==> src/sv/geb_pkg.sv <==
`timescale 1ns / 1ps
// ----------------------------------------------------------------------------
// Gershgorin bound package
// Shared types, constants and saturating arithmetic helpers for the
// Gershgorin eigenvalue bound block and its divider.
// ----------------------------------------------------------------------------
package geb_pkg;

  // Widths
  localparam int ROW_INDEX_BITS = 20;
  localparam int COL_W          = 20;
  localparam int Q_W            = 32;
  localparam int FRAC_W         = 16;
  localparam int DIV_W          = Q_W + FRAC_W;
  localparam int DIV_CNT_W      = $clog2(DIV_W + 1);

  localparam logic signed [Q_W-1:0] Q_MAX  = 32'sh7FFF_FFFF;
  localparam logic signed [Q_W-1:0] Q_MIN  = 32'sh8000_0000;
  localparam logic signed [Q_W-1:0] Q_ZERO = 32'sh0000_0000;

  // Input transaction
  typedef struct packed {
    logic signed [Q_W-1:0] entry_value;
    logic [COL_W-1:0]      column_index;
    logic                  from_offd_part;
    logic                  has_entry;
    logic                  row_end;
    logic                  matrix_end;
  } geb_in_t;

  // Result transaction
  typedef struct packed {
    logic [19:0]           row_number;
    logic signed [Q_W-1:0] row_lower;
    logic signed [Q_W-1:0] row_upper;
    logic                  zero_diagonal;
    logic signed [Q_W-1:0] estimate_min;
    logic signed [Q_W-1:0] estimate_max;
    logic                  estimate_done;
  } geb_out_t;

  // Divider request and response
  typedef struct packed {
    logic             start;
    logic [Q_W-1:0]   numer;
    logic [Q_W-1:0]   denom;
  } geb_div_req_t;

  typedef struct packed {
    logic             busy;
    logic             done;
    logic [DIV_W-1:0] quot;
  } geb_div_rsp_t;

  // Sequencer states
  typedef enum logic [3:0] {
    S_IDLE,
    S_BND_LO,
    S_BND_HI,
    S_LO_GO,
    S_LO_WAIT,
    S_HI_GO,
    S_HI_WAIT,
    S_MINMAX,
    S_EMIT
  } geb_state_t;

  // Saturating signed add
  function automatic logic signed [Q_W-1:0] sat_add(input logic signed [Q_W-1:0] a,
                                                    input logic signed [Q_W-1:0] b);
    logic signed [Q_W:0] s;
    s = {a[Q_W-1], a} + {b[Q_W-1], b};
    if (s[Q_W] != s[Q_W-1]) begin
      return s[Q_W] ? Q_MIN : Q_MAX;
    end
    return s[Q_W-1:0];
  endfunction

  // Absolute value, most negative value saturates
  function automatic logic signed [Q_W-1:0] abs_sat(input logic signed [Q_W-1:0] a);
    if (a == Q_MIN) begin
      return Q_MAX;
    end
    return a[Q_W-1] ? Q_ZERO - a : a;
  endfunction

  // Exact unsigned magnitude
  function automatic logic [Q_W-1:0] umag(input logic signed [Q_W-1:0] a);
    return a[Q_W-1] ? (~a + 1'b1) : a;
  endfunction

  // Push a nonzero value to the rail of its sign
  function automatic logic signed [Q_W-1:0] sign_sat(input logic signed [Q_W-1:0] a);
    if (a == Q_ZERO) begin
      return Q_ZERO;
    end
    return a[Q_W-1] ? Q_MIN : Q_MAX;
  endfunction

  // Apply the sign to a quotient magnitude and saturate
  function automatic logic signed [Q_W-1:0] quot_sat(input logic [DIV_W-1:0] q,
                                                     input logic neg);
    logic [DIV_W-1:0] qn;
    qn = ~q + 1'b1;
    if (!neg) begin
      return (q > DIV_W'(32'h7FFF_FFFF)) ? Q_MAX : q[Q_W-1:0];
    end
    return (q > DIV_W'(32'h8000_0000)) ? Q_MIN : qn[Q_W-1:0];
  endfunction

endpackage

==> src/sv/geb_div.sv <==
`timescale 1ns / 1ps
// ----------------------------------------------------------------------------
// Gershgorin bound divider
// Restoring radix-2 divider: (numer * 2^16) / denom, one quotient bit per
// cycle, unsigned magnitudes in, full-width quotient out.
// ----------------------------------------------------------------------------
module geb_div import geb_pkg::*; (
  input  logic         clk,
  input  logic         rst_n,
  input  geb_div_req_t req,
  output geb_div_rsp_t rsp
);

  logic [DIV_W-1:0]     q_r;
  logic [DIV_W-1:0]     q_nxt;
  logic [Q_W-1:0]       rem_r;
  logic [Q_W-1:0]       rem_nxt;
  logic [Q_W-1:0]       den_r;
  logic [DIV_CNT_W-1:0] cnt_r;
  logic                 busy_r;
  logic                 done_r;
  logic [Q_W:0]         rem_sh;
  logic                 ge;

  // Shift in the next dividend bit and try to subtract
  always_comb begin
    rem_sh  = {rem_r, q_r[DIV_W-1]};
    ge      = rem_sh >= {1'b0, den_r};
    rem_nxt = ge ? Q_W'(rem_sh - {1'b0, den_r}) : rem_sh[Q_W-1:0];
    q_nxt   = {q_r[DIV_W-2:0], ge};
  end

  // Control
  always_ff @(posedge clk) begin
    if (!rst_n) begin
      busy_r <= 1'b0;
      done_r <= 1'b0;
      cnt_r  <= '0;
    end else begin
      done_r <= 1'b0;
      if (req.start) begin
        busy_r <= 1'b1;
        cnt_r  <= DIV_CNT_W'(DIV_W);
      end else if (busy_r) begin
        cnt_r <= cnt_r - 1'b1;
        if (cnt_r == DIV_CNT_W'(1)) begin
          busy_r <= 1'b0;
          done_r <= 1'b1;
        end
      end
    end
  end

  // Datapath
  always_ff @(posedge clk) begin
    if (req.start) begin
      q_r   <= {req.numer, FRAC_W'(0)};
      rem_r <= '0;
      den_r <= req.denom;
    end else if (busy_r) begin
      q_r   <= q_nxt;
      rem_r <= rem_nxt;
    end
  end

  assign rsp.busy = busy_r;
  assign rsp.done = done_r;
  assign rsp.quot = q_r;

  // Never restart a division in flight
  a_no_restart: assert property (@(posedge clk) disable iff (!rst_n)
    req.start |-> !busy_r) else $error("divider started while busy");

  // Done follows the last iteration
  a_done_after_busy: assert property (@(posedge clk) disable iff (!rst_n)
    done_r |-> (!busy_r && $past(busy_r))) else $error("divider done without a run");

endmodule

==> src/sv/gershgorin_eigen_bound.sv <==
`timescale 1ns / 1ps
// ----------------------------------------------------------------------------
// Gershgorin eigenvalue bound
// Streams sparse matrix rows in Q16.16, forms per-row Gershgorin bounds,
// optionally scales them by the diagonal, and folds running extrema into
// eigenvalue estimates at matrix end.
//
//  channel | dir | handshake            | payload
//  --------+-----+----------------------+---------------------------
//  cfg     | in  | cfg_valid/cfg_ready  | cfg_data (scale_by_diagonal)
//  in      | in  | in_valid/in_ready    | in_data  (geb_in_t)
//  out     | out | out_valid/out_ready  | out_data (geb_out_t)
//
// Items are taken only in S_IDLE. A row end then steps through S_BND_LO,
// S_BND_HI, S_MINMAX and S_EMIT; with scaling and a nonzero diagonal, the
// shared divider runs once per bound (48 quotient bits) before S_MINMAX.
// Bound sums use one saturating adder and divisions one radix-2 divider.
// Reset is synchronous, active low; it clears the accumulators and counters.
// A result waits in the output register while the next items are taken; a
// further row end stalls only if that register is still full.
// ----------------------------------------------------------------------------
module gershgorin_eigen_bound import geb_pkg::*; (
  input  logic     clk,
  input  logic     rst_n,
  input  logic     cfg_valid,
  output logic     cfg_ready,
  input  logic     cfg_data,
  input  logic     in_valid,
  output logic     in_ready,
  input  geb_in_t  in_data,
  output logic     out_valid,
  input  logic     out_ready,
  output geb_out_t out_data
);

  localparam int CMP_W = (ROW_INDEX_BITS > COL_W) ? ROW_INDEX_BITS : COL_W;

  geb_state_t state_r, state_nxt;

  logic                      scale_r;
  logic signed [Q_W-1:0]     diag_r;
  logic signed [Q_W-1:0]     offd_r;
  logic [ROW_INDEX_BITS-1:0] row_r;
  logic signed [Q_W-1:0]     run_min_r;
  logic signed [Q_W-1:0]     run_max_r;
  logic signed [Q_W-1:0]     lower_r;
  logic signed [Q_W-1:0]     upper_r;
  logic                      mend_r;
  logic                      out_valid_r;
  geb_out_t                  out_data_r;

  logic                  in_fire;
  logic                  diag_hit;
  logic                  zero_diag;
  logic                  emit_ok;
  logic signed [Q_W-1:0] add_a;
  logic signed [Q_W-1:0] add_b;
  logic signed [Q_W-1:0] add_sum;
  logic                  fold_gt;
  logic signed [Q_W-1:0] est_min;
  logic signed [Q_W-1:0] est_max;

  geb_div_req_t div_req;
  geb_div_rsp_t div_rsp;

  // Shared divider
  geb_div u_div (
    .clk   (clk),
    .rst_n (rst_n),
    .req   (div_req),
    .rsp   (div_rsp)
  );

  assign in_fire   = in_valid && in_ready;
  assign diag_hit  = !in_data.from_offd_part &&
                     (CMP_W'(in_data.column_index) == CMP_W'(row_r));
  assign zero_diag = scale_r && (diag_r == Q_ZERO);

  // Steer the shared saturating adder
  always_comb begin
    add_a = diag_r;
    add_b = offd_r;
    case (state_r)
      S_IDLE: begin
        if (diag_hit) begin
          add_a = diag_r;
          add_b = in_data.entry_value;
        end else begin
          add_a = offd_r;
          add_b = abs_sat(in_data.entry_value);
        end
      end
      S_BND_LO: begin
        add_a = diag_r;
        add_b = Q_ZERO - offd_r;
      end
      default: begin
        add_a = diag_r;
        add_b = offd_r;
      end
    endcase
    add_sum = sat_add(add_a, add_b);
  end

  // Fold the running extrema into estimates
  always_comb begin
    fold_gt = umag(run_min_r) > umag(run_max_r);
    est_min = Q_ZERO;
    est_max = Q_ZERO;
    if (mend_r) begin
      if (fold_gt) begin
        est_min = run_min_r;
        est_max = (run_max_r < Q_ZERO) ? run_max_r : Q_ZERO;
      end else begin
        est_min = (run_min_r > Q_ZERO) ? run_min_r : Q_ZERO;
        est_max = run_max_r;
      end
    end
  end

  // Next state
  always_comb begin
    state_nxt = state_r;
    unique case (state_r)
      S_IDLE:    if (in_fire && in_data.row_end) state_nxt = S_BND_LO;
      S_BND_LO:  state_nxt = S_BND_HI;
      S_BND_HI:  state_nxt = (scale_r && !zero_diag) ? S_LO_GO : S_MINMAX;
      S_LO_GO:   state_nxt = S_LO_WAIT;
      S_LO_WAIT: if (div_rsp.done) state_nxt = S_HI_GO;
      S_HI_GO:   state_nxt = S_HI_WAIT;
      S_HI_WAIT: if (div_rsp.done) state_nxt = S_MINMAX;
      S_MINMAX:  state_nxt = S_EMIT;
      S_EMIT:    if (emit_ok) state_nxt = S_IDLE;
      default:   state_nxt = S_IDLE;
    endcase
  end

  // Sequencer outputs
  always_comb begin
    in_ready      = (state_r == S_IDLE);
    emit_ok       = (state_r == S_EMIT) && (!out_valid_r || out_ready);
    div_req.start = (state_r == S_LO_GO) || (state_r == S_HI_GO);
    div_req.numer = (state_r == S_HI_GO) ? umag(upper_r) : umag(lower_r);
    div_req.denom = umag(diag_r);
  end

  assign cfg_ready = 1'b1;
  assign out_valid = out_valid_r;
  assign out_data  = out_data_r;

  // Control and accumulator state
  always_ff @(posedge clk) begin
    if (!rst_n) begin
      state_r     <= S_IDLE;
      scale_r     <= 1'b0;
      diag_r      <= Q_ZERO;
      offd_r      <= Q_ZERO;
      row_r       <= '0;
      run_min_r   <= Q_ZERO;
      run_max_r   <= Q_ZERO;
      mend_r      <= 1'b0;
      out_valid_r <= 1'b0;
    end else begin
      state_r <= state_nxt;
      if (cfg_valid && cfg_ready) begin
        scale_r <= cfg_data;
      end

      // Accumulate the entry of an accepted transaction
      if (in_fire) begin
        mend_r <= in_data.matrix_end;
        if (in_data.has_entry) begin
          if (diag_hit) begin
            diag_r <= add_sum;
          end else begin
            offd_r <= add_sum;
          end
        end
      end

      // Track the extrema
      if (state_r == S_MINMAX) begin
        if (lower_r < run_min_r) run_min_r <= lower_r;
        if (upper_r > run_max_r) run_max_r <= upper_r;
      end

      // Close the row
      if (emit_ok) begin
        diag_r <= Q_ZERO;
        offd_r <= Q_ZERO;
        if (mend_r) begin
          row_r     <= '0;
          run_min_r <= Q_ZERO;
          run_max_r <= Q_ZERO;
        end else begin
          row_r <= row_r + 1'b1;
        end
      end

      // Hold the result until taken
      if (emit_ok) begin
        out_valid_r <= 1'b1;
      end else if (out_ready) begin
        out_valid_r <= 1'b0;
      end
    end
  end

  // Row bounds and result register
  always_ff @(posedge clk) begin
    case (state_r)
      S_BND_LO:  lower_r <= zero_diag ? sign_sat(add_sum) : add_sum;
      S_BND_HI:  upper_r <= zero_diag ? sign_sat(add_sum) : add_sum;
      S_LO_WAIT: if (div_rsp.done) lower_r <= quot_sat(div_rsp.quot, lower_r[Q_W-1]);
      S_HI_WAIT: if (div_rsp.done) upper_r <= quot_sat(div_rsp.quot, upper_r[Q_W-1]);
      default: begin
      end
    endcase
    if (emit_ok) begin
      out_data_r.row_number    <= 20'(row_r);
      out_data_r.row_lower     <= lower_r;
      out_data_r.row_upper     <= upper_r;
      out_data_r.zero_diagonal <= zero_diag;
      out_data_r.estimate_min  <= est_min;
      out_data_r.estimate_max  <= est_max;
      out_data_r.estimate_done <= mend_r;
    end
  end

  // Off-diagonal sum never goes negative
  a_offd_nonneg: assert property (@(posedge clk) disable iff (!rst_n)
    !offd_r[Q_W-1]) else $error("off-diagonal sum negative");

  // Running extrema stay on their side of zero
  a_extrema_sign: assert property (@(posedge clk) disable iff (!rst_n)
    (run_min_r <= Q_ZERO) && (run_max_r >= Q_ZERO)) else $error("extrema crossed zero");

  // Matrix end clears the row counter and extrema
  a_matrix_clear: assert property (@(posedge clk) disable iff (!rst_n)
    (emit_ok && mend_r) |=> (row_r == '0 && run_min_r == Q_ZERO && run_max_r == Q_ZERO))
    else $error("state not cleared after matrix end");

endmodule

==> config.mk <==
export PLATFORM = sky130hd
export DESIGN_NAME = gershgorin_eigen_bound
export DESIGN_NICKNAME = d
export VERILOG_FILES = /design/src/sv/geb_pkg.sv /design/src/sv/geb_div.sv /design/src/sv/gershgorin_eigen_bound.sv
export SDC_FILE = /design/constraint.sdc
export NUM_CORES = 1
export LEC_CHECK = 0
export BUFFER_PORTS_ARGS = -buffer_cell sky130_fd_sc_hd__buf_2
export CELL_PAD_IN_SITES_DETAIL_PLACEMENT = 2
export CELL_PAD_IN_SITES_GLOBAL_PLACEMENT = 2
export CORE_ASPECT_RATIO = 0.8
export CORE_MARGIN = 2
export CORE_UTILIZATION = 39
export DETAILED_ROUTE_END_ITERATION = 16
export PLACE_DENSITY_LB_ADDON = 0.08
export SLEW_MARGIN = 20
export SYNTH_ARGS = -nofsm -noshare
export SYNTH_HDL_FRONTEND = slang
export SYNTH_HIERARCHICAL = 1
export SYNTH_SLANG_ARGS = --single-unit
==> constraint.sdc <==
create_clock -name clk -period 11.39 [get_ports clk]
set_clock_uncertainty 0.2 [all_clocks]
set_input_delay 0.5695 -clock clk [delete_from_list [all_inputs] [get_ports clk]]
set_output_delay 0.5695 -clock clk [all_outputs]
set_load 0.005 [all_outputs]
After elaboration in Yosys (flattened, before gate mapping)
Cells that the tools add are included.
{"block": "word_totals", "ff_bits": 489, "input_bits": 62, "output_inout_bits": 153, "elab_cells": 173}
{"block": "op_classes", "n_addsub": 12, "n_lt_le_gt_ge": 8, "eq_ne": 16, "n_mux": 75, "bitwise": 9, "reduce_logical": 26}
{"op": "$mux W32", "n": 41}
{"op": "$add A32 B1 Y32 const B", "n": 6}
{"op": "$not A32 Y32", "n": 6}
{"op": "$pmux W32 S2", "n": 3}
{"op": "$mux W48", "n": 2}
{"op": "$gt A32 B32 Y1", "n": 2}
{"op": "$logic_not A32 Y1", "n": 2}
{"op": "$sub A1 B32 Y32 const A", "n": 2}
{"op": "$gt A48 B31 Y1 const B", "n": 1}
{"op": "$gt A48 B32 Y1 const B", "n": 1}
{"op": "$pmux W4 S9", "n": 1}
{"op": "$add A32 B32 Y33", "n": 1}
{"op": "$ge A33 B32 Y1", "n": 1}
{"op": "$eq A32 B32 Y1 const B", "n": 1}
{"op": "$gt A32 B1 Y1 const B", "n": 1}
{"op": "$lt A32 B1 Y1 const B", "n": 1}
{"op": "$lt A32 B32 Y1", "n": 1}
{"op": "$sub A32 B32 Y32", "n": 1}
{"op": "$mux W31", "n": 1}
{"op": "$add A20 B1 Y20 const B", "n": 1}
{"op": "$eq A20 B20 Y1", "n": 1}
{"op": "$mux W20", "n": 1}
{"op": "$mux W1", "n": 19}
{"op": "$eq A4 B3 Y1 const B", "n": 4}
{"op": "other kinds (22)", "n": 45}

Depth between registers and ports, before layout
Gate-level depths: netlist (run 1).
{"block": "depth", "depth_word": 17, "depth_mapped": 34, "ltp_nobuf": 29}

By module
The synthesis (run 1) kept the hierarchy.
{"module": "gershgorin_eigen_bound", "instances": 1, "cells_per_inst": 2924, "area_per_inst_um2": 25639.6, "seq_area_each_um2": 9529.1}
{"module": "geb_div", "instances": 1, "cells_per_inst": 653, "area_per_inst_um2": 6517.5, "seq_area_each_um2": 3042.9}

Worst setup path before layout (run 1)
OpenSTA, ideal clock, no wires.
{"block": "synth_timing", "path_kind": "input -> register", "start": "input in_data[21] (netlist name)", "end": "register upper_r[15], data pin", "setup_ps": 257, "arrival_ps": 7665, "t_required_ps": 10933, "path_slack_ps": 3268, "stages": 29, "n_path_buf": 4, "path_cell_list": "xor2_1 nor4_1 nand4_1 nor4_1 nand2b_1 clkbuf_1 clkbuf_1 mux2_2 ha_1 a2111oi_0 o21ai_0 a31oi_1 o31a_1 a21oi_1 a31o_2 a21o_1 a21o_1 xnor2_1 ha_1 buf_2 inv_1 and3_1 a311o_1 or4_1 or3_1 or4_4 o21ai_4 buf_6 nand2_1"}
{"block": "synth_between", "elab_chain_len": 14, "word_cells_on_any_way": 19, "classes_between": "add/sub: 1; eq/ne: 2; mux: 14; reduce/logical: 2"}
{"item": "from (decl)", "line": "gershgorin_eigen_bound.sv:30", "text": "input geb_in_t in_data,"}
{"item": "$eq A20 B20 Y1 (*)", "line": "gershgorin_eigen_bound.sv:76", "text": "(CMP_W'(in_data.column_index) == CMP_W'(row_r));"}
{"item": "$logic_and A1 B1 Y1 (*)", "line": "gershgorin_eigen_bound.sv:75", "text": "assign diag_hit = !in_data.from_offd_part &&"}
{"item": "$mux W32", "line": "gershgorin_eigen_bound.sv:85", "text": "if (diag_hit) begin"}
{"item": "$pmux W32 S2 or $mux W32 (tied branches)", "line": "gershgorin_eigen_bound.sv:83", "text": "case (state_r)"}
{"item": "$add A32 B32 Y33 (*)", "line": "geb_pkg.sv:72", "text": "s = {a[Q_W-1], a} + {b[Q_W-1], b};"}
{"item": "$mux W32 or $ne A1 B1 Y1 (tied branches)", "line": "geb_pkg.sv:74, geb_pkg.sv:73"}
{"item": "$mux W32 or $mux W1 (tied branches)", "line": "geb_pkg.sv:73", "text": "if (s[Q_W] != s[Q_W-1]) begin"}
{"item": "$mux W32 (*)", "line": "geb_pkg.sv:76", "text": "return s[Q_W-1:0];"}
{"item": "$logic_not A32 Y1", "line": "geb_pkg.sv:94", "text": "if (a == Q_ZERO) begin"}
{"item": "$mux W1", "line": "geb_pkg.sv:94"}
{"item": "$mux W1", "line": "gershgorin_eigen_bound.sv:211", "text": "case (state_r)"}
{"item": "$mux W32", "line": "geb_pkg.sv:97", "text": "return a[Q_W-1] ? Q_MIN : Q_MAX;"}
{"item": "$mux W32 (*)", "line": "gershgorin_eigen_bound.sv:213", "text": "S_BND_HI: upper_r <= zero_diag ? sign_sat(add_sum) : add_sum;"}
{"item": "$pmux W32 S2 (*)", "line": "gershgorin_eigen_bound.sv:211"}
{"item": "to (signal assigned)", "line": "gershgorin_eigen_bound.sv:213"}
{"item": "to (signal assigned)", "line": "gershgorin_eigen_bound.sv:215", "text": "S_HI_WAIT: if (div_rsp.done) upper_r <= quot_sat(div_rsp.quot, upper_r[Q_W-1]);"}
{"item": "to (decl)", "line": "gershgorin_eigen_bound.sv:47", "text": "logic signed [Q_W-1:0] upper_r;"}
Every way passes the cells marked *; elsewhere a longest branch is shown, timed or not. The select of a mux whose other input is x is not followed.
A chain may end at the register's enable or synchronous reset.

Worst setup path in the final report (run 1)
{"block": "layout_timing", "start": "input in_data[26] (netlist name)", "end": "register upper_r[28], data pin"}
{"block": "layout_between", "elab_chain_len": 17, "word_cells_on_any_way": 22, "classes_between": "add/sub: 2; eq/ne: 2; mux: 17; reduce/logical: 1"}
{"item": "parallel branches: the longest is 5 deep, another holds $sub A1 B32 Y32"}
{"item": "$mux W32 (*)", "line": "gershgorin_eigen_bound.sv:85"}
{"item": "$pmux W32 S2 (*)", "line": "gershgorin_eigen_bound.sv:83"}
{"item": "$add A32 B32 Y33 (*)", "line": "geb_pkg.sv:72"}
{"item": "$mux W32 or $ne A1 B1 Y1 (tied branches)", "line": "geb_pkg.sv:74, geb_pkg.sv:73"}
{"item": "$mux W32 or $mux W1 (tied branches)", "line": "geb_pkg.sv:73"}
{"item": "$mux W32 (*)", "line": "geb_pkg.sv:76"}
{"item": "$logic_not A32 Y1", "line": "geb_pkg.sv:94"}
{"item": "$mux W1", "line": "geb_pkg.sv:94"}
{"item": "$mux W1", "line": "gershgorin_eigen_bound.sv:211"}
{"item": "$mux W32", "line": "geb_pkg.sv:97"}
{"item": "$mux W32 (*)", "line": "gershgorin_eigen_bound.sv:213"}
{"item": "$pmux W32 S2 (*)", "line": "gershgorin_eigen_bound.sv:211"}
Every way passes the cells marked *. The select of a mux whose other input is x is not followed.

==> results of run 1 <==
[routing by layer]
metal	up-vias	track usage, %	part of all wire, %
li1	13400	-	-
met1	15500	47.0	48
met2	966	48.6	43
met3	148	4.58	6.9
met4	4	6.42	1.7
met5	-	0	0.020
[flip-flops by register name, summed over array words and instances, names as in the netlist, 4 cells and up]
signal,count
diag_r,32
lower_r,32
offd_r,32
out_data,150
row_r,20
run_max_r,32
run_min_r,32
state_r,4
u_div/cnt_r,6
u_div/den_r,32
u_div/q_r,48
u_div/rem_r,32
upper_r,32
[cell usage in the layout, fill, tap and decap left out, types with 36 or more instances in the layout]
cell type                   count
sky130_fd_sc_hd__nor2_1       417
sky130_fd_sc_hd__nand2_1      324
sky130_fd_sc_hd__edfxtp_1     278
sky130_fd_sc_hd__buf_2        213
sky130_fd_sc_hd__a21oi_1      208
sky130_fd_sc_hd__dfxtp_1      207
sky130_fd_sc_hd__ha_1         172
sky130_fd_sc_hd__o21ai_0      169
sky130_fd_sc_hd__xnor2_1      158
sky130_fd_sc_hd__inv_1        140
sky130_fd_sc_hd__mux2i_1      140
sky130_fd_sc_hd__xor2_1       101
sky130_fd_sc_hd__and2_1        81
sky130_fd_sc_hd__o31ai_1       65
sky130_fd_sc_hd__nand3_1       64
sky130_fd_sc_hd__a211oi_1      59
sky130_fd_sc_hd__buf_4         57
sky130_fd_sc_hd__nand4_1       56
sky130_fd_sc_hd__clkbuf_16     55
sky130_fd_sc_hd__nor3_1        48
sky130_fd_sc_hd__nor4_1        43
sky130_fd_sc_hd__o22ai_1       41
sky130_fd_sc_hd__a21o_1        36
[worst paths after layout]
path / from / to / cells after the start
max reg2reg: row_r[0] / upper_r[28] / 31
max: in_data[26] / upper_r[28] / 29
min reg2reg: u_div/rem_r[19] / u_div/rem_r[19] / 2
min: cfg_valid / scale_r / 3
[where the power goes]
part           leakage [nW]  internal [W]  switching [W]
sequential             4.31       0.00249       0.000634
combinational          9.16       0.00254        0.00554
clock                 0.985       0.00120       0.000829
[worst min-delay path, stage by stage]
cell and delay (ps):
sky130_fd_sc_hd__buf_2 90, sky130_fd_sc_hd__mux2i_1 70, sky130_fd_sc_hd__nor2b_1 100
[through the flow]
stage	hold slack [ps]	power, W	setup WS, ps
global route	54.1	0.0139	1160
CTS	3.39	0.0131	1780
global placement	284	0.0107	1520
detailed placement	306	0.0110	1310
finish	32.6	0.0132	1620
floorplan	206	0.00775	3270
[area by class of cell]
type / instances / area share [%]
sequential: 489 / 34.7
tap: 1104 / 3.81
inverter: 143 / 1.49
clock buffer: 69 / 4.17
multi-input combinational: 2743 / 50.2
timing repair buffer: 272 / 4.18
clock inverter: 35 / 1.38
antenna: 3 / 0.0207
==> metrics.txt, run 1 <==
count of input and output buffers=213; highest-delay cell along the critical path=sky130_fd_sc_hd__nor4_1; area taken by multi-input logic gates=18200 µm²; Crit path max-delay family=compound AO/OA/AOI/OAI gates; Initial Util=39.2%; max-cap viol count=0; Crit Path Class=input port to flop; CTS Root Cell=sky130_fd_sc_hd__clkbuf_16; clock insertion delay at the later pin of the skew report=~660 ps; slew at the pin with the worst max-slew slack=1220 ps; areal power density over the cells=365 nW/µm²; netlist area before placement=roughly 32000 µm²; clock-pin slew on the worst setup and hold paths=60 ps; Total Neg Setup Slack=0 ps; number of buffers created by CTS=55; final layout net count=3940; number of hold buffers added after CTS=2; Worst Setup End Kind=flop; GRT Overall Usage=31.6%; Critical Path Fanout Max=27; number of nets in the synthesized netlist=3812; final count of pins violating max slew=0; startpoint type of the worst setup path=input port; Max Root-Sink Buffers=3; portion of the clock cycle consumed by the worst path in the final layout=85.7%; top achievable clock speed=0.102 GHz; wire length of the first global-routing pass=205 mm; share of layout cells above drive strength 1=12.2%; number of top-level pins=215; DRT Pass-1 Iters=6; worst hold-check path type=input port to flop; vias in the first global route=30900; post-layout minimum cycle time=9770 ps; non-filler instance count after layout=4858; placement row count=94; number of endpoints with negative hold slack in the final report=0; number of warnings issued by yosys=6; delay of the slowest critical-path stage=790 ps; antenna violations before repair=17; pin count of the biggest net entering global routing=85; clock sink count=489; vertical extent of the die=between 200 and 300 µm; final wirelength=137 mm; total setup buffers inserted after CTS=0; setup slack of the most critical reg-to-reg path=1630 ps; number of nets with antenna violations after routing=0; Worst VDD drop=~0.00037 V; area post-placement=approximately 34000 µm²; number of filler cells placed in the layout=8969; CTS H-tree lvls=2; final routed wire length divided by cell count=28.3 µm; last weighted congestion value of the routability-driven placer=0.930; final count of negative-setup-slack endpoints=0; arrival time of the worst setup path=9920 ps; required time at the worst-slack endpoint=around 12000 ps; area delta synth->final=12.7%; utilization after layout=44.2%; post-cts gate resize count=0; Die ar.=84800 µm²; detailed-route via count=approximately 30000; leakage power figure=14.5 nW; unrepaired setup endpoints after global routing=no; status=finished clean; total DRC errors in the routed layout=0; cell count after synthesis=3576; headroom to the max-slew limit=18.0%; mean number of vias per cell=6.17; total global routing overflow=0; number of instances in the placed design=4749; sum of buffers and inverters on the critical path=4; post-route standard cell area excluding fillers=36200 µm²; first-iteration detailed-routing DRC count=around 2700; sequential cell area=12600 µm²; floorplan core area=82000 µm²; TritonCTS clock tree=built; total half-perimeter wirelength after legalization and detailed placement=103 mm; width of the chip=325 µm; average instance area after synthesis=8.99 µm²
Note: power is estimated with default switching activity, not from simulation.
==> inputs of run 2 (changes only) <==
==> constraint.sdc (replaced) <==
create_clock -name clk -period 11.39 [get_ports clk]
set_clock_uncertainty 0.2 [all_clocks]
set_input_delay 0 -clock clk [delete_from_list [all_inputs] [get_ports clk]]
set_output_delay 0 -clock clk [all_outputs]
set_load 0.005 [all_outputs]
==> run 2 against run 1 <==
  * Critical path depth increased by 2
  * Combinational power hardly changed
  * Worst hold slack better by 36 ps
  * Via count is 1.2% lower
  * Power did not move
  * Non-clock buffer count unchanged
  * Design area decreased by 0.18%
  * Core utilization decreased by 0.079 points
  * Sequential power is 1% higher
==> metrics.txt, run 2 (synthesis results as in run 1) <==
count of input and output buffers=213 (unchanged); top achievable clock speed=0.104 GHz (+1.3%); total global routing overflow=0 (unchanged); number of top-level pins=215 (unchanged); delay of the slowest critical-path stage=610 ps (-180 ps); final routed wire length divided by cell count=28.1 µm (-0.66%); floorplan core area=82000 µm² (unchanged); non-filler instance count after layout=4858 (unchanged); width of the chip=325 µm (unchanged); TritonCTS clock tree=built; post-layout minimum cycle time=9640 ps (-129 ps); startpoint type of the worst setup path=flop; Flop pwr share=24.0% (+0.4 points); DRT Pass-1 Iters=5 (-1); headroom to the max-slew limit=19.4% (+1.4 points); CTS Root Cell=sky130_fd_sc_hd__clkbuf_16; Critical Path Fanout Max=31 (+15%); clock insertion delay at the later pin of the skew report=650 ps (about the same); most common library cell in the layout ignoring fill and taps=sky130_fd_sc_hd__nor2_1; final count of pins violating max slew=0 (unchanged); Logic pwr share=61.2% (about the same); total DRC errors in the routed layout=0 (unchanged); leakage power figure=14.4 nW (-0.41%); number of buffers created by CTS=55 (unchanged); number of flip-flops in the largest register=150 (unchanged); highest-delay cell along the critical path=sky130_fd_sc_hd__a31oi_2; Total Neg Setup Slack=0 ps (unchanged); Register-to-Register Path Depth=31 (unchanged); Worst Setup End Kind=flop; post-cts gate resize count=0 (unchanged); Crit path max-delay family=compound AO/OA/AOI/OAI gates; final layout net count=3940 (unchanged); max-cap viol count=0 (unchanged); instance count on the critical path=31 (+6.9%); number of hold buffers added after CTS=11 (+9); worst hold-check path type=input port to flop; power dissipated by switching net loads=0.00707 W (+1.0%); power share of the clock group=14.8% (-0.5 points); areal power density over the cells=366 nW/µm² (+0.18%); status=finished clean; detailed-route via count=29600 (-1.2%); pin count of the biggest net entering global routing=90 (+5.9%); CTS H-tree lvls=2 (unchanged); number of endpoints with negative hold slack in the final report=0 (unchanged); first-iteration detailed-routing DRC count=2670 (+0.15%); Initial Util=39.2% (unchanged); vertical extent of the die=261 µm (unchanged); placement row count=94 (unchanged); mean number of vias per cell=6.09 (-1.2%); portion of the clock cycle consumed by the worst path in the final layout=84.6% (-1.1 points); wire length of the first global-routing pass=204 mm (-0.55%); arrival time of the worst setup path=9780 ps (-140 ps); antenna violations before repair=1 (-16); final wirelength=136 mm (-0.66%); utilization after layout=44.1% (-0.079 points); P_int=0.00616 W (-1.2%); share of layout cells above drive strength 1=11.7% (-0.48 points); total half-perimeter wirelength after legalization and detailed placement=104 mm (+0.47%); Crit Path Class=flop to flop; total setup buffers inserted after CTS=0 (unchanged); number of nets with antenna violations after routing=0 (unchanged); vias in the first global route=30400 (-1.5%); Worst VDD drop=0.000380 V (+2.7%); clock-pin slew on the worst setup and hold paths=60 ps (about the same); clock sink count=489 (unchanged); Max Root-Sink Buffers=3 (unchanged); switching share of power=53.5% (+0.55 points); Die ar.=84800 µm² (unchanged); leading cell types in the layout, fill and taps excluded=sky130_fd_sc_hd__nor2_1, sky130_fd_sc_hd__nand2_1, sky130_fd_sc_hd__edfxtp_1, sky130_fd_sc_hd__buf_2, sky130_fd_sc_hd__a21oi_1; final count of negative-setup-slack endpoints=0 (unchanged); unrepaired setup endpoints after global routing=no; depth of the worst hold-timing path=5 (+2); sum of buffers and inverters on the critical path=4 (unchanged); last weighted congestion value of the routability-driven placer=0.926 (-0.48%); area delta synth->final=12.5%; number of instances in the placed design=4740 (-0.19%); slew at the pin with the worst max-slew slack=1200 ps (-20.9 ps); required time at the worst-slack endpoint=11540 ps (about the same); GRT Overall Usage=31.3% (-0.28 points); cell mode on critical path=sky130_fd_sc_hd__buf_4
-- run 2: cell count changes in the layout (fill, tap and decap cells not counted), sizes merged --
| cell | previous run | this run |
|---|---|---|
| inv | 146 | 143 |
| clkinvlp | 2 | 5 |
| clkbuf | 69 | 81 |
| clkinv | 19 | 11 |
| bufinv | 11 | 7 |
| buf | 270 | 261 |
| dlygate4sd3 | 2 | 11 |
-- run 2: final timing paths --
| check | startpoint | end | slack, ps |
|---|---|---|---|
| min reg2reg | u_div/cnt_r[1] | u_div/cnt_r[1] | 310 |
| min | in_data[2] | offd_r[27] | 70 |
| max reg2reg | row_r[14] | lower_r[28] | 1750 |
| max | row_r[14] | lower_r[28] | 1750 |
-- run 2: power groups by stage --
stage	clock, W	sequential, W	combinational, W
3_3_place_gp	0	0.00315	0.00756
5_1_grt	0.00206	0.00320	0.00865
6_report	0.00196	0.00317	0.00810
4_1_cts	0.00200	0.00315	0.00796
3_5_place_dp	0	0.00318	0.00788
2_1_floorplan	0	0.00281	0.00493
-- run 2: per-layer routing --
| layer | wire length, µm | up-vias | GRT usage, % |
|---|---|---|---|
| met5 | 0 | - | 0 |
| met2 | 58800 | 922 | 47.9 |
| li1 | - | 13300 | - |
| met1 | 67000 | 15200 | 47.1 |
| met3 | 8410 | 115 | 4.26 |
| met4 | 2230 | 0 | 5.81 |
-- run 2: metrics by stage --
step                setup WS [ps]  hold slack [ps]  power [W]  area [µm²]
global route                 1200             87.6     0.0139       36200
floorplan                    3470            -71.8    0.00775       32100
CTS                          1970             40.3     0.0131       36200
global placement             2220             67.8     0.0107       34100
detailed placement           1850             85.2     0.0111       34100
finish                       1750             68.3     0.0132       36200
-- run 2: layout make-up --
| cell class | instances | area, µm² |
|---|---|---|
| multi-input cells | 2743 | 18200 |
| flip-flops and latches | 489 | 12600 |
| clock buffers | 81 | 1610 |
| inverters | 143 | 542 |
| diodes | 3 | 7.51 |
| repair buffers | 272 | 1540 |
| well taps | 1104 | 1380 |
| fillers | 8948 | 45800 |
| clock inverters | 23 | 322 |
-- run 2: worst min-delay path, stage by stage --
cell,delay [ps]
sky130_fd_sc_hd__buf_2,110
sky130_fd_sc_hd__nor3b_2,170
sky130_fd_sc_hd__buf_4,320
sky130_fd_sc_hd__nor2_1,170
sky130_fd_sc_hd__a211oi_1,60
==> inputs of run 3 (changes only) <==
- CORE_UTILIZATION: 39 -> 35
- clock period: 11.39 -> 8.6 ns (I/O delays scaled with it)
==> run 3 against run 2 <==
  * The flow now finishes with violations (negative hold slack)
  * Flip-flop and latch count unchanged
  * Count of clock-buffer cells in the layout decreased by 14
  * Critical path depth increased by 1
  * Non-clock buffer count increased by 64
  * Register-to-register slack got worse by 1400 ps
  * Critical endpoint is now lower_r[18]
  * Largest power group unchanged
==> metrics.txt, run 3 (synthesis results as in run 1) <==
headroom to the max-slew limit=11.0% (-8.4 points); CTS H-tree lvls=2 (unchanged); Critical Path Fanout Max=29 (-6.5%); sum of buffers and inverters on the critical path=4 (unchanged); violations in the final reports=negative hold slack; width of the chip=343 µm (+5.5%); number of instances in the placed design=4908 (+3.5%); clock insertion delay at the later pin of the skew report=660 ps (about the same); placement row count=99 (+5.3%); number of endpoints with negative hold slack in the final report=3 (+3); final count of negative-setup-slack endpoints=0 (unchanged); post-route standard cell area excluding fillers=36900 µm² (+2.1%); status=finished, violations left; startpoint type of the worst setup path=flop; most common library cell in the layout ignoring fill and taps=sky130_fd_sc_hd__nor2_1; leading cell types in the layout, fill and taps excluded=sky130_fd_sc_hd__nor2_1, sky130_fd_sc_hd__nand2_1, sky130_fd_sc_hd__edfxtp_1, sky130_fd_sc_hd__buf_2; crit path setup slack, layout=315 ps (-1440 ps); Die ar.=94300 µm² (+11%); antenna violations before repair=11 (+10); Initial Util=35.3% (-3.9 points); first-iteration detailed-routing DRC count=2252 (-16%); clock sink count=489 (unchanged); GRT Overall Usage=28.7% (-2.6 points); area taken by multi-input logic gates=18300 µm² (+0.28%); Max Root-Sink Buffers=3 (unchanged); setup slack of the most critical reg-to-reg path=310 ps (-1440 ps); portion of the clock cycle consumed by the worst path in the final layout=96.3% (+12 points); number of nets with antenna violations after routing=0 (unchanged); arrival time of the worst setup path=8460 ps (-1320 ps); detailed-route via count=29700 (+0.17%); area delta synth->final=14.9%; final count of pins violating max slew=0 (unchanged); final routed wire length divided by cell count=27.5 µm (-2.1%); delay of the slowest critical-path stage=590 ps (-20 ps); Worst Setup End Kind=flop; max-cap viol count=0 (unchanged); Crit path max-delay family=simple AND/OR/NAND/NOR gates; Crit Path Class=flop to flop; area post-placement=34700 µm² (+1.8%); TritonCTS clock tree=built; vias in the first global route=30700 (+0.83%); instance count on the critical path=32 (+3.2%); final wirelength=138 mm (+1.5%); Register-to-Register Path Depth=32 (+3.2%); wire length of the first global-routing pass=205 mm (+0.70%); total global routing overflow=0 (unchanged); slew at the pin with the worst max-slew slack=1320 ps (+124 ps); final layout net count=4006 (+1.7%); last weighted congestion value of the routability-driven placer=0.912 (-1.4%); DRT Pass-1 Iters=5 (unchanged); count of input and output buffers=213 (unchanged); number of flip-flops in the largest register=150 (unchanged); reg2reg start=row_r[17]; worst hold margin=-23.0 ps (-91.4 ps); total DRC errors in the routed layout=0 (unchanged); floorplan core area=91000 µm² (+11%); Worst VDD drop=0.000437 V (+15%); top achievable clock speed=0.121 GHz (+16%); mean number of vias per cell=5.89 (-3.4%); pre-CTS setup slack=114 ps (-1740 ps); post-layout minimum cycle time=8290 ps (-1350 ps); number of top-level pins=215 (unchanged); areal power density over the cells=489 nW/µm² (+34%); vertical extent of the die=275 µm (+5.5%); critical path endpoint=lower_r[18]; non-filler instance count after layout=5037 (+3.7%); total half-perimeter wirelength after legalization and detailed placement=106 mm (+2.0%); leakage power figure=14.8 nW (+2.5%); share of layout cells above drive strength 1=13.7% (+2.0 points); CTS Root Cell=sky130_fd_sc_hd__clkbuf_16; clock-pin slew on the worst setup and hold paths=60 ps (about the same); pin count of the biggest net entering global routing=76 (-16%); number of filler cells placed in the layout=10000 (+12%); sequential cell area=12600 µm² (unchanged); required time at the worst-slack endpoint=8780 ps (-2760 ps); worst hold-check path type=input port to flop; capture instance of the worst register-to-register path=lower_r[18]; number of buffers created by CTS=57 (+3.6%); highest-delay cell along the critical path=sky130_fd_sc_hd__or4_4; startpoint of the most critical setup path=row_r[17]
run 3: changes by cell type in the layout (fill, tap and decap cells not counted), moves of 3 or more:
cell,delta
sky130_fd_sc_hd__clkinv_1,+3
sky130_fd_sc_hd__clkinv_2,+6
sky130_fd_sc_hd__clkinvlp_4,+3
sky130_fd_sc_hd__diode_2,+3
sky130_fd_sc_hd__clkinv_4,+3
sky130_fd_sc_hd__o21ai_0,-4
sky130_fd_sc_hd__o21ai_1,+4
sky130_fd_sc_hd__buf_4,+59
sky130_fd_sc_hd__clkbuf_1,-15
sky130_fd_sc_hd__inv_6,+3
run 3: timing repair:
action	4_1_cts	5_1_grt
hold endpoints to repair	24	6
resized for setup	0	15
setup endpoints to repair	0	62
buffers inserted	0	2
hold buffers	12	1
run 3: layer usage:
layer  track usage [%]  routed length (µm)  vias up
met2              44.0               60100      778
met3              3.64                7620      144
met5                 0                  11        -
li1                  -                   -    13500
met4              5.30                2290        2
met1              43.1               68400    15200
run 3: where the power goes:
part	leakage [nW]	internal, W	total, W	switching, W
Clock	0.962	0.00149	0.00261	0.00112
Combinational	9.49	0.00368	0.0113	0.00762
Sequential	4.31	0.00330	0.00417	0.000870
Total	14.8	0.00847	0.0181	0.00961
run 3: stage by stage:
step | power (W) | TNS (ps) | utilization [%]
final | 0.0181 | 0 | 40.6
after global routing | 0.0190 | -35.8 | 40.6
after CTS | 0.0179 | 0 | 40.5
after detailed placement | 0.0152 | 0 | 38.1
after global placement | 0.0147 | 0 | 38.1
after floorplan | 0.0103 | 0 | -
run 3: tightest hold or removal path, cell delays in order:
cell,delay (ps)
sky130_fd_sc_hd__buf_2,170
sky130_fd_sc_hd__and4_4,370
sky130_fd_sc_hd__nor2_1,170
sky130_fd_sc_hd__a211oi_1,50
run 3: worst min-delay path by stage:
stage	slack, ps	from	end	cells past startpoint
finish	-20	in_valid	diag_r[0]	4
global route	10	in_valid	diag_r[0]	4
CTS	20	in_data[2]	offd_r[0]	5
detailed placement	90	cfg_data	scale_r	3
global placement	80	cfg_data	scale_r	3
floorplan	-70	rst_n	u_div/busy_r	1
run 3: cell type report:
type                    instances  share of cell area (%)
diodes                          6                  0.0406
clock buffers                  67                    4.21
clock inverters                41                    1.16
inverters                     143                    1.47
multi-input cells            2743                    49.4
flip-flops and latches        489                    34.0
well taps                    1212                    4.10
repair buffers                336                    5.55
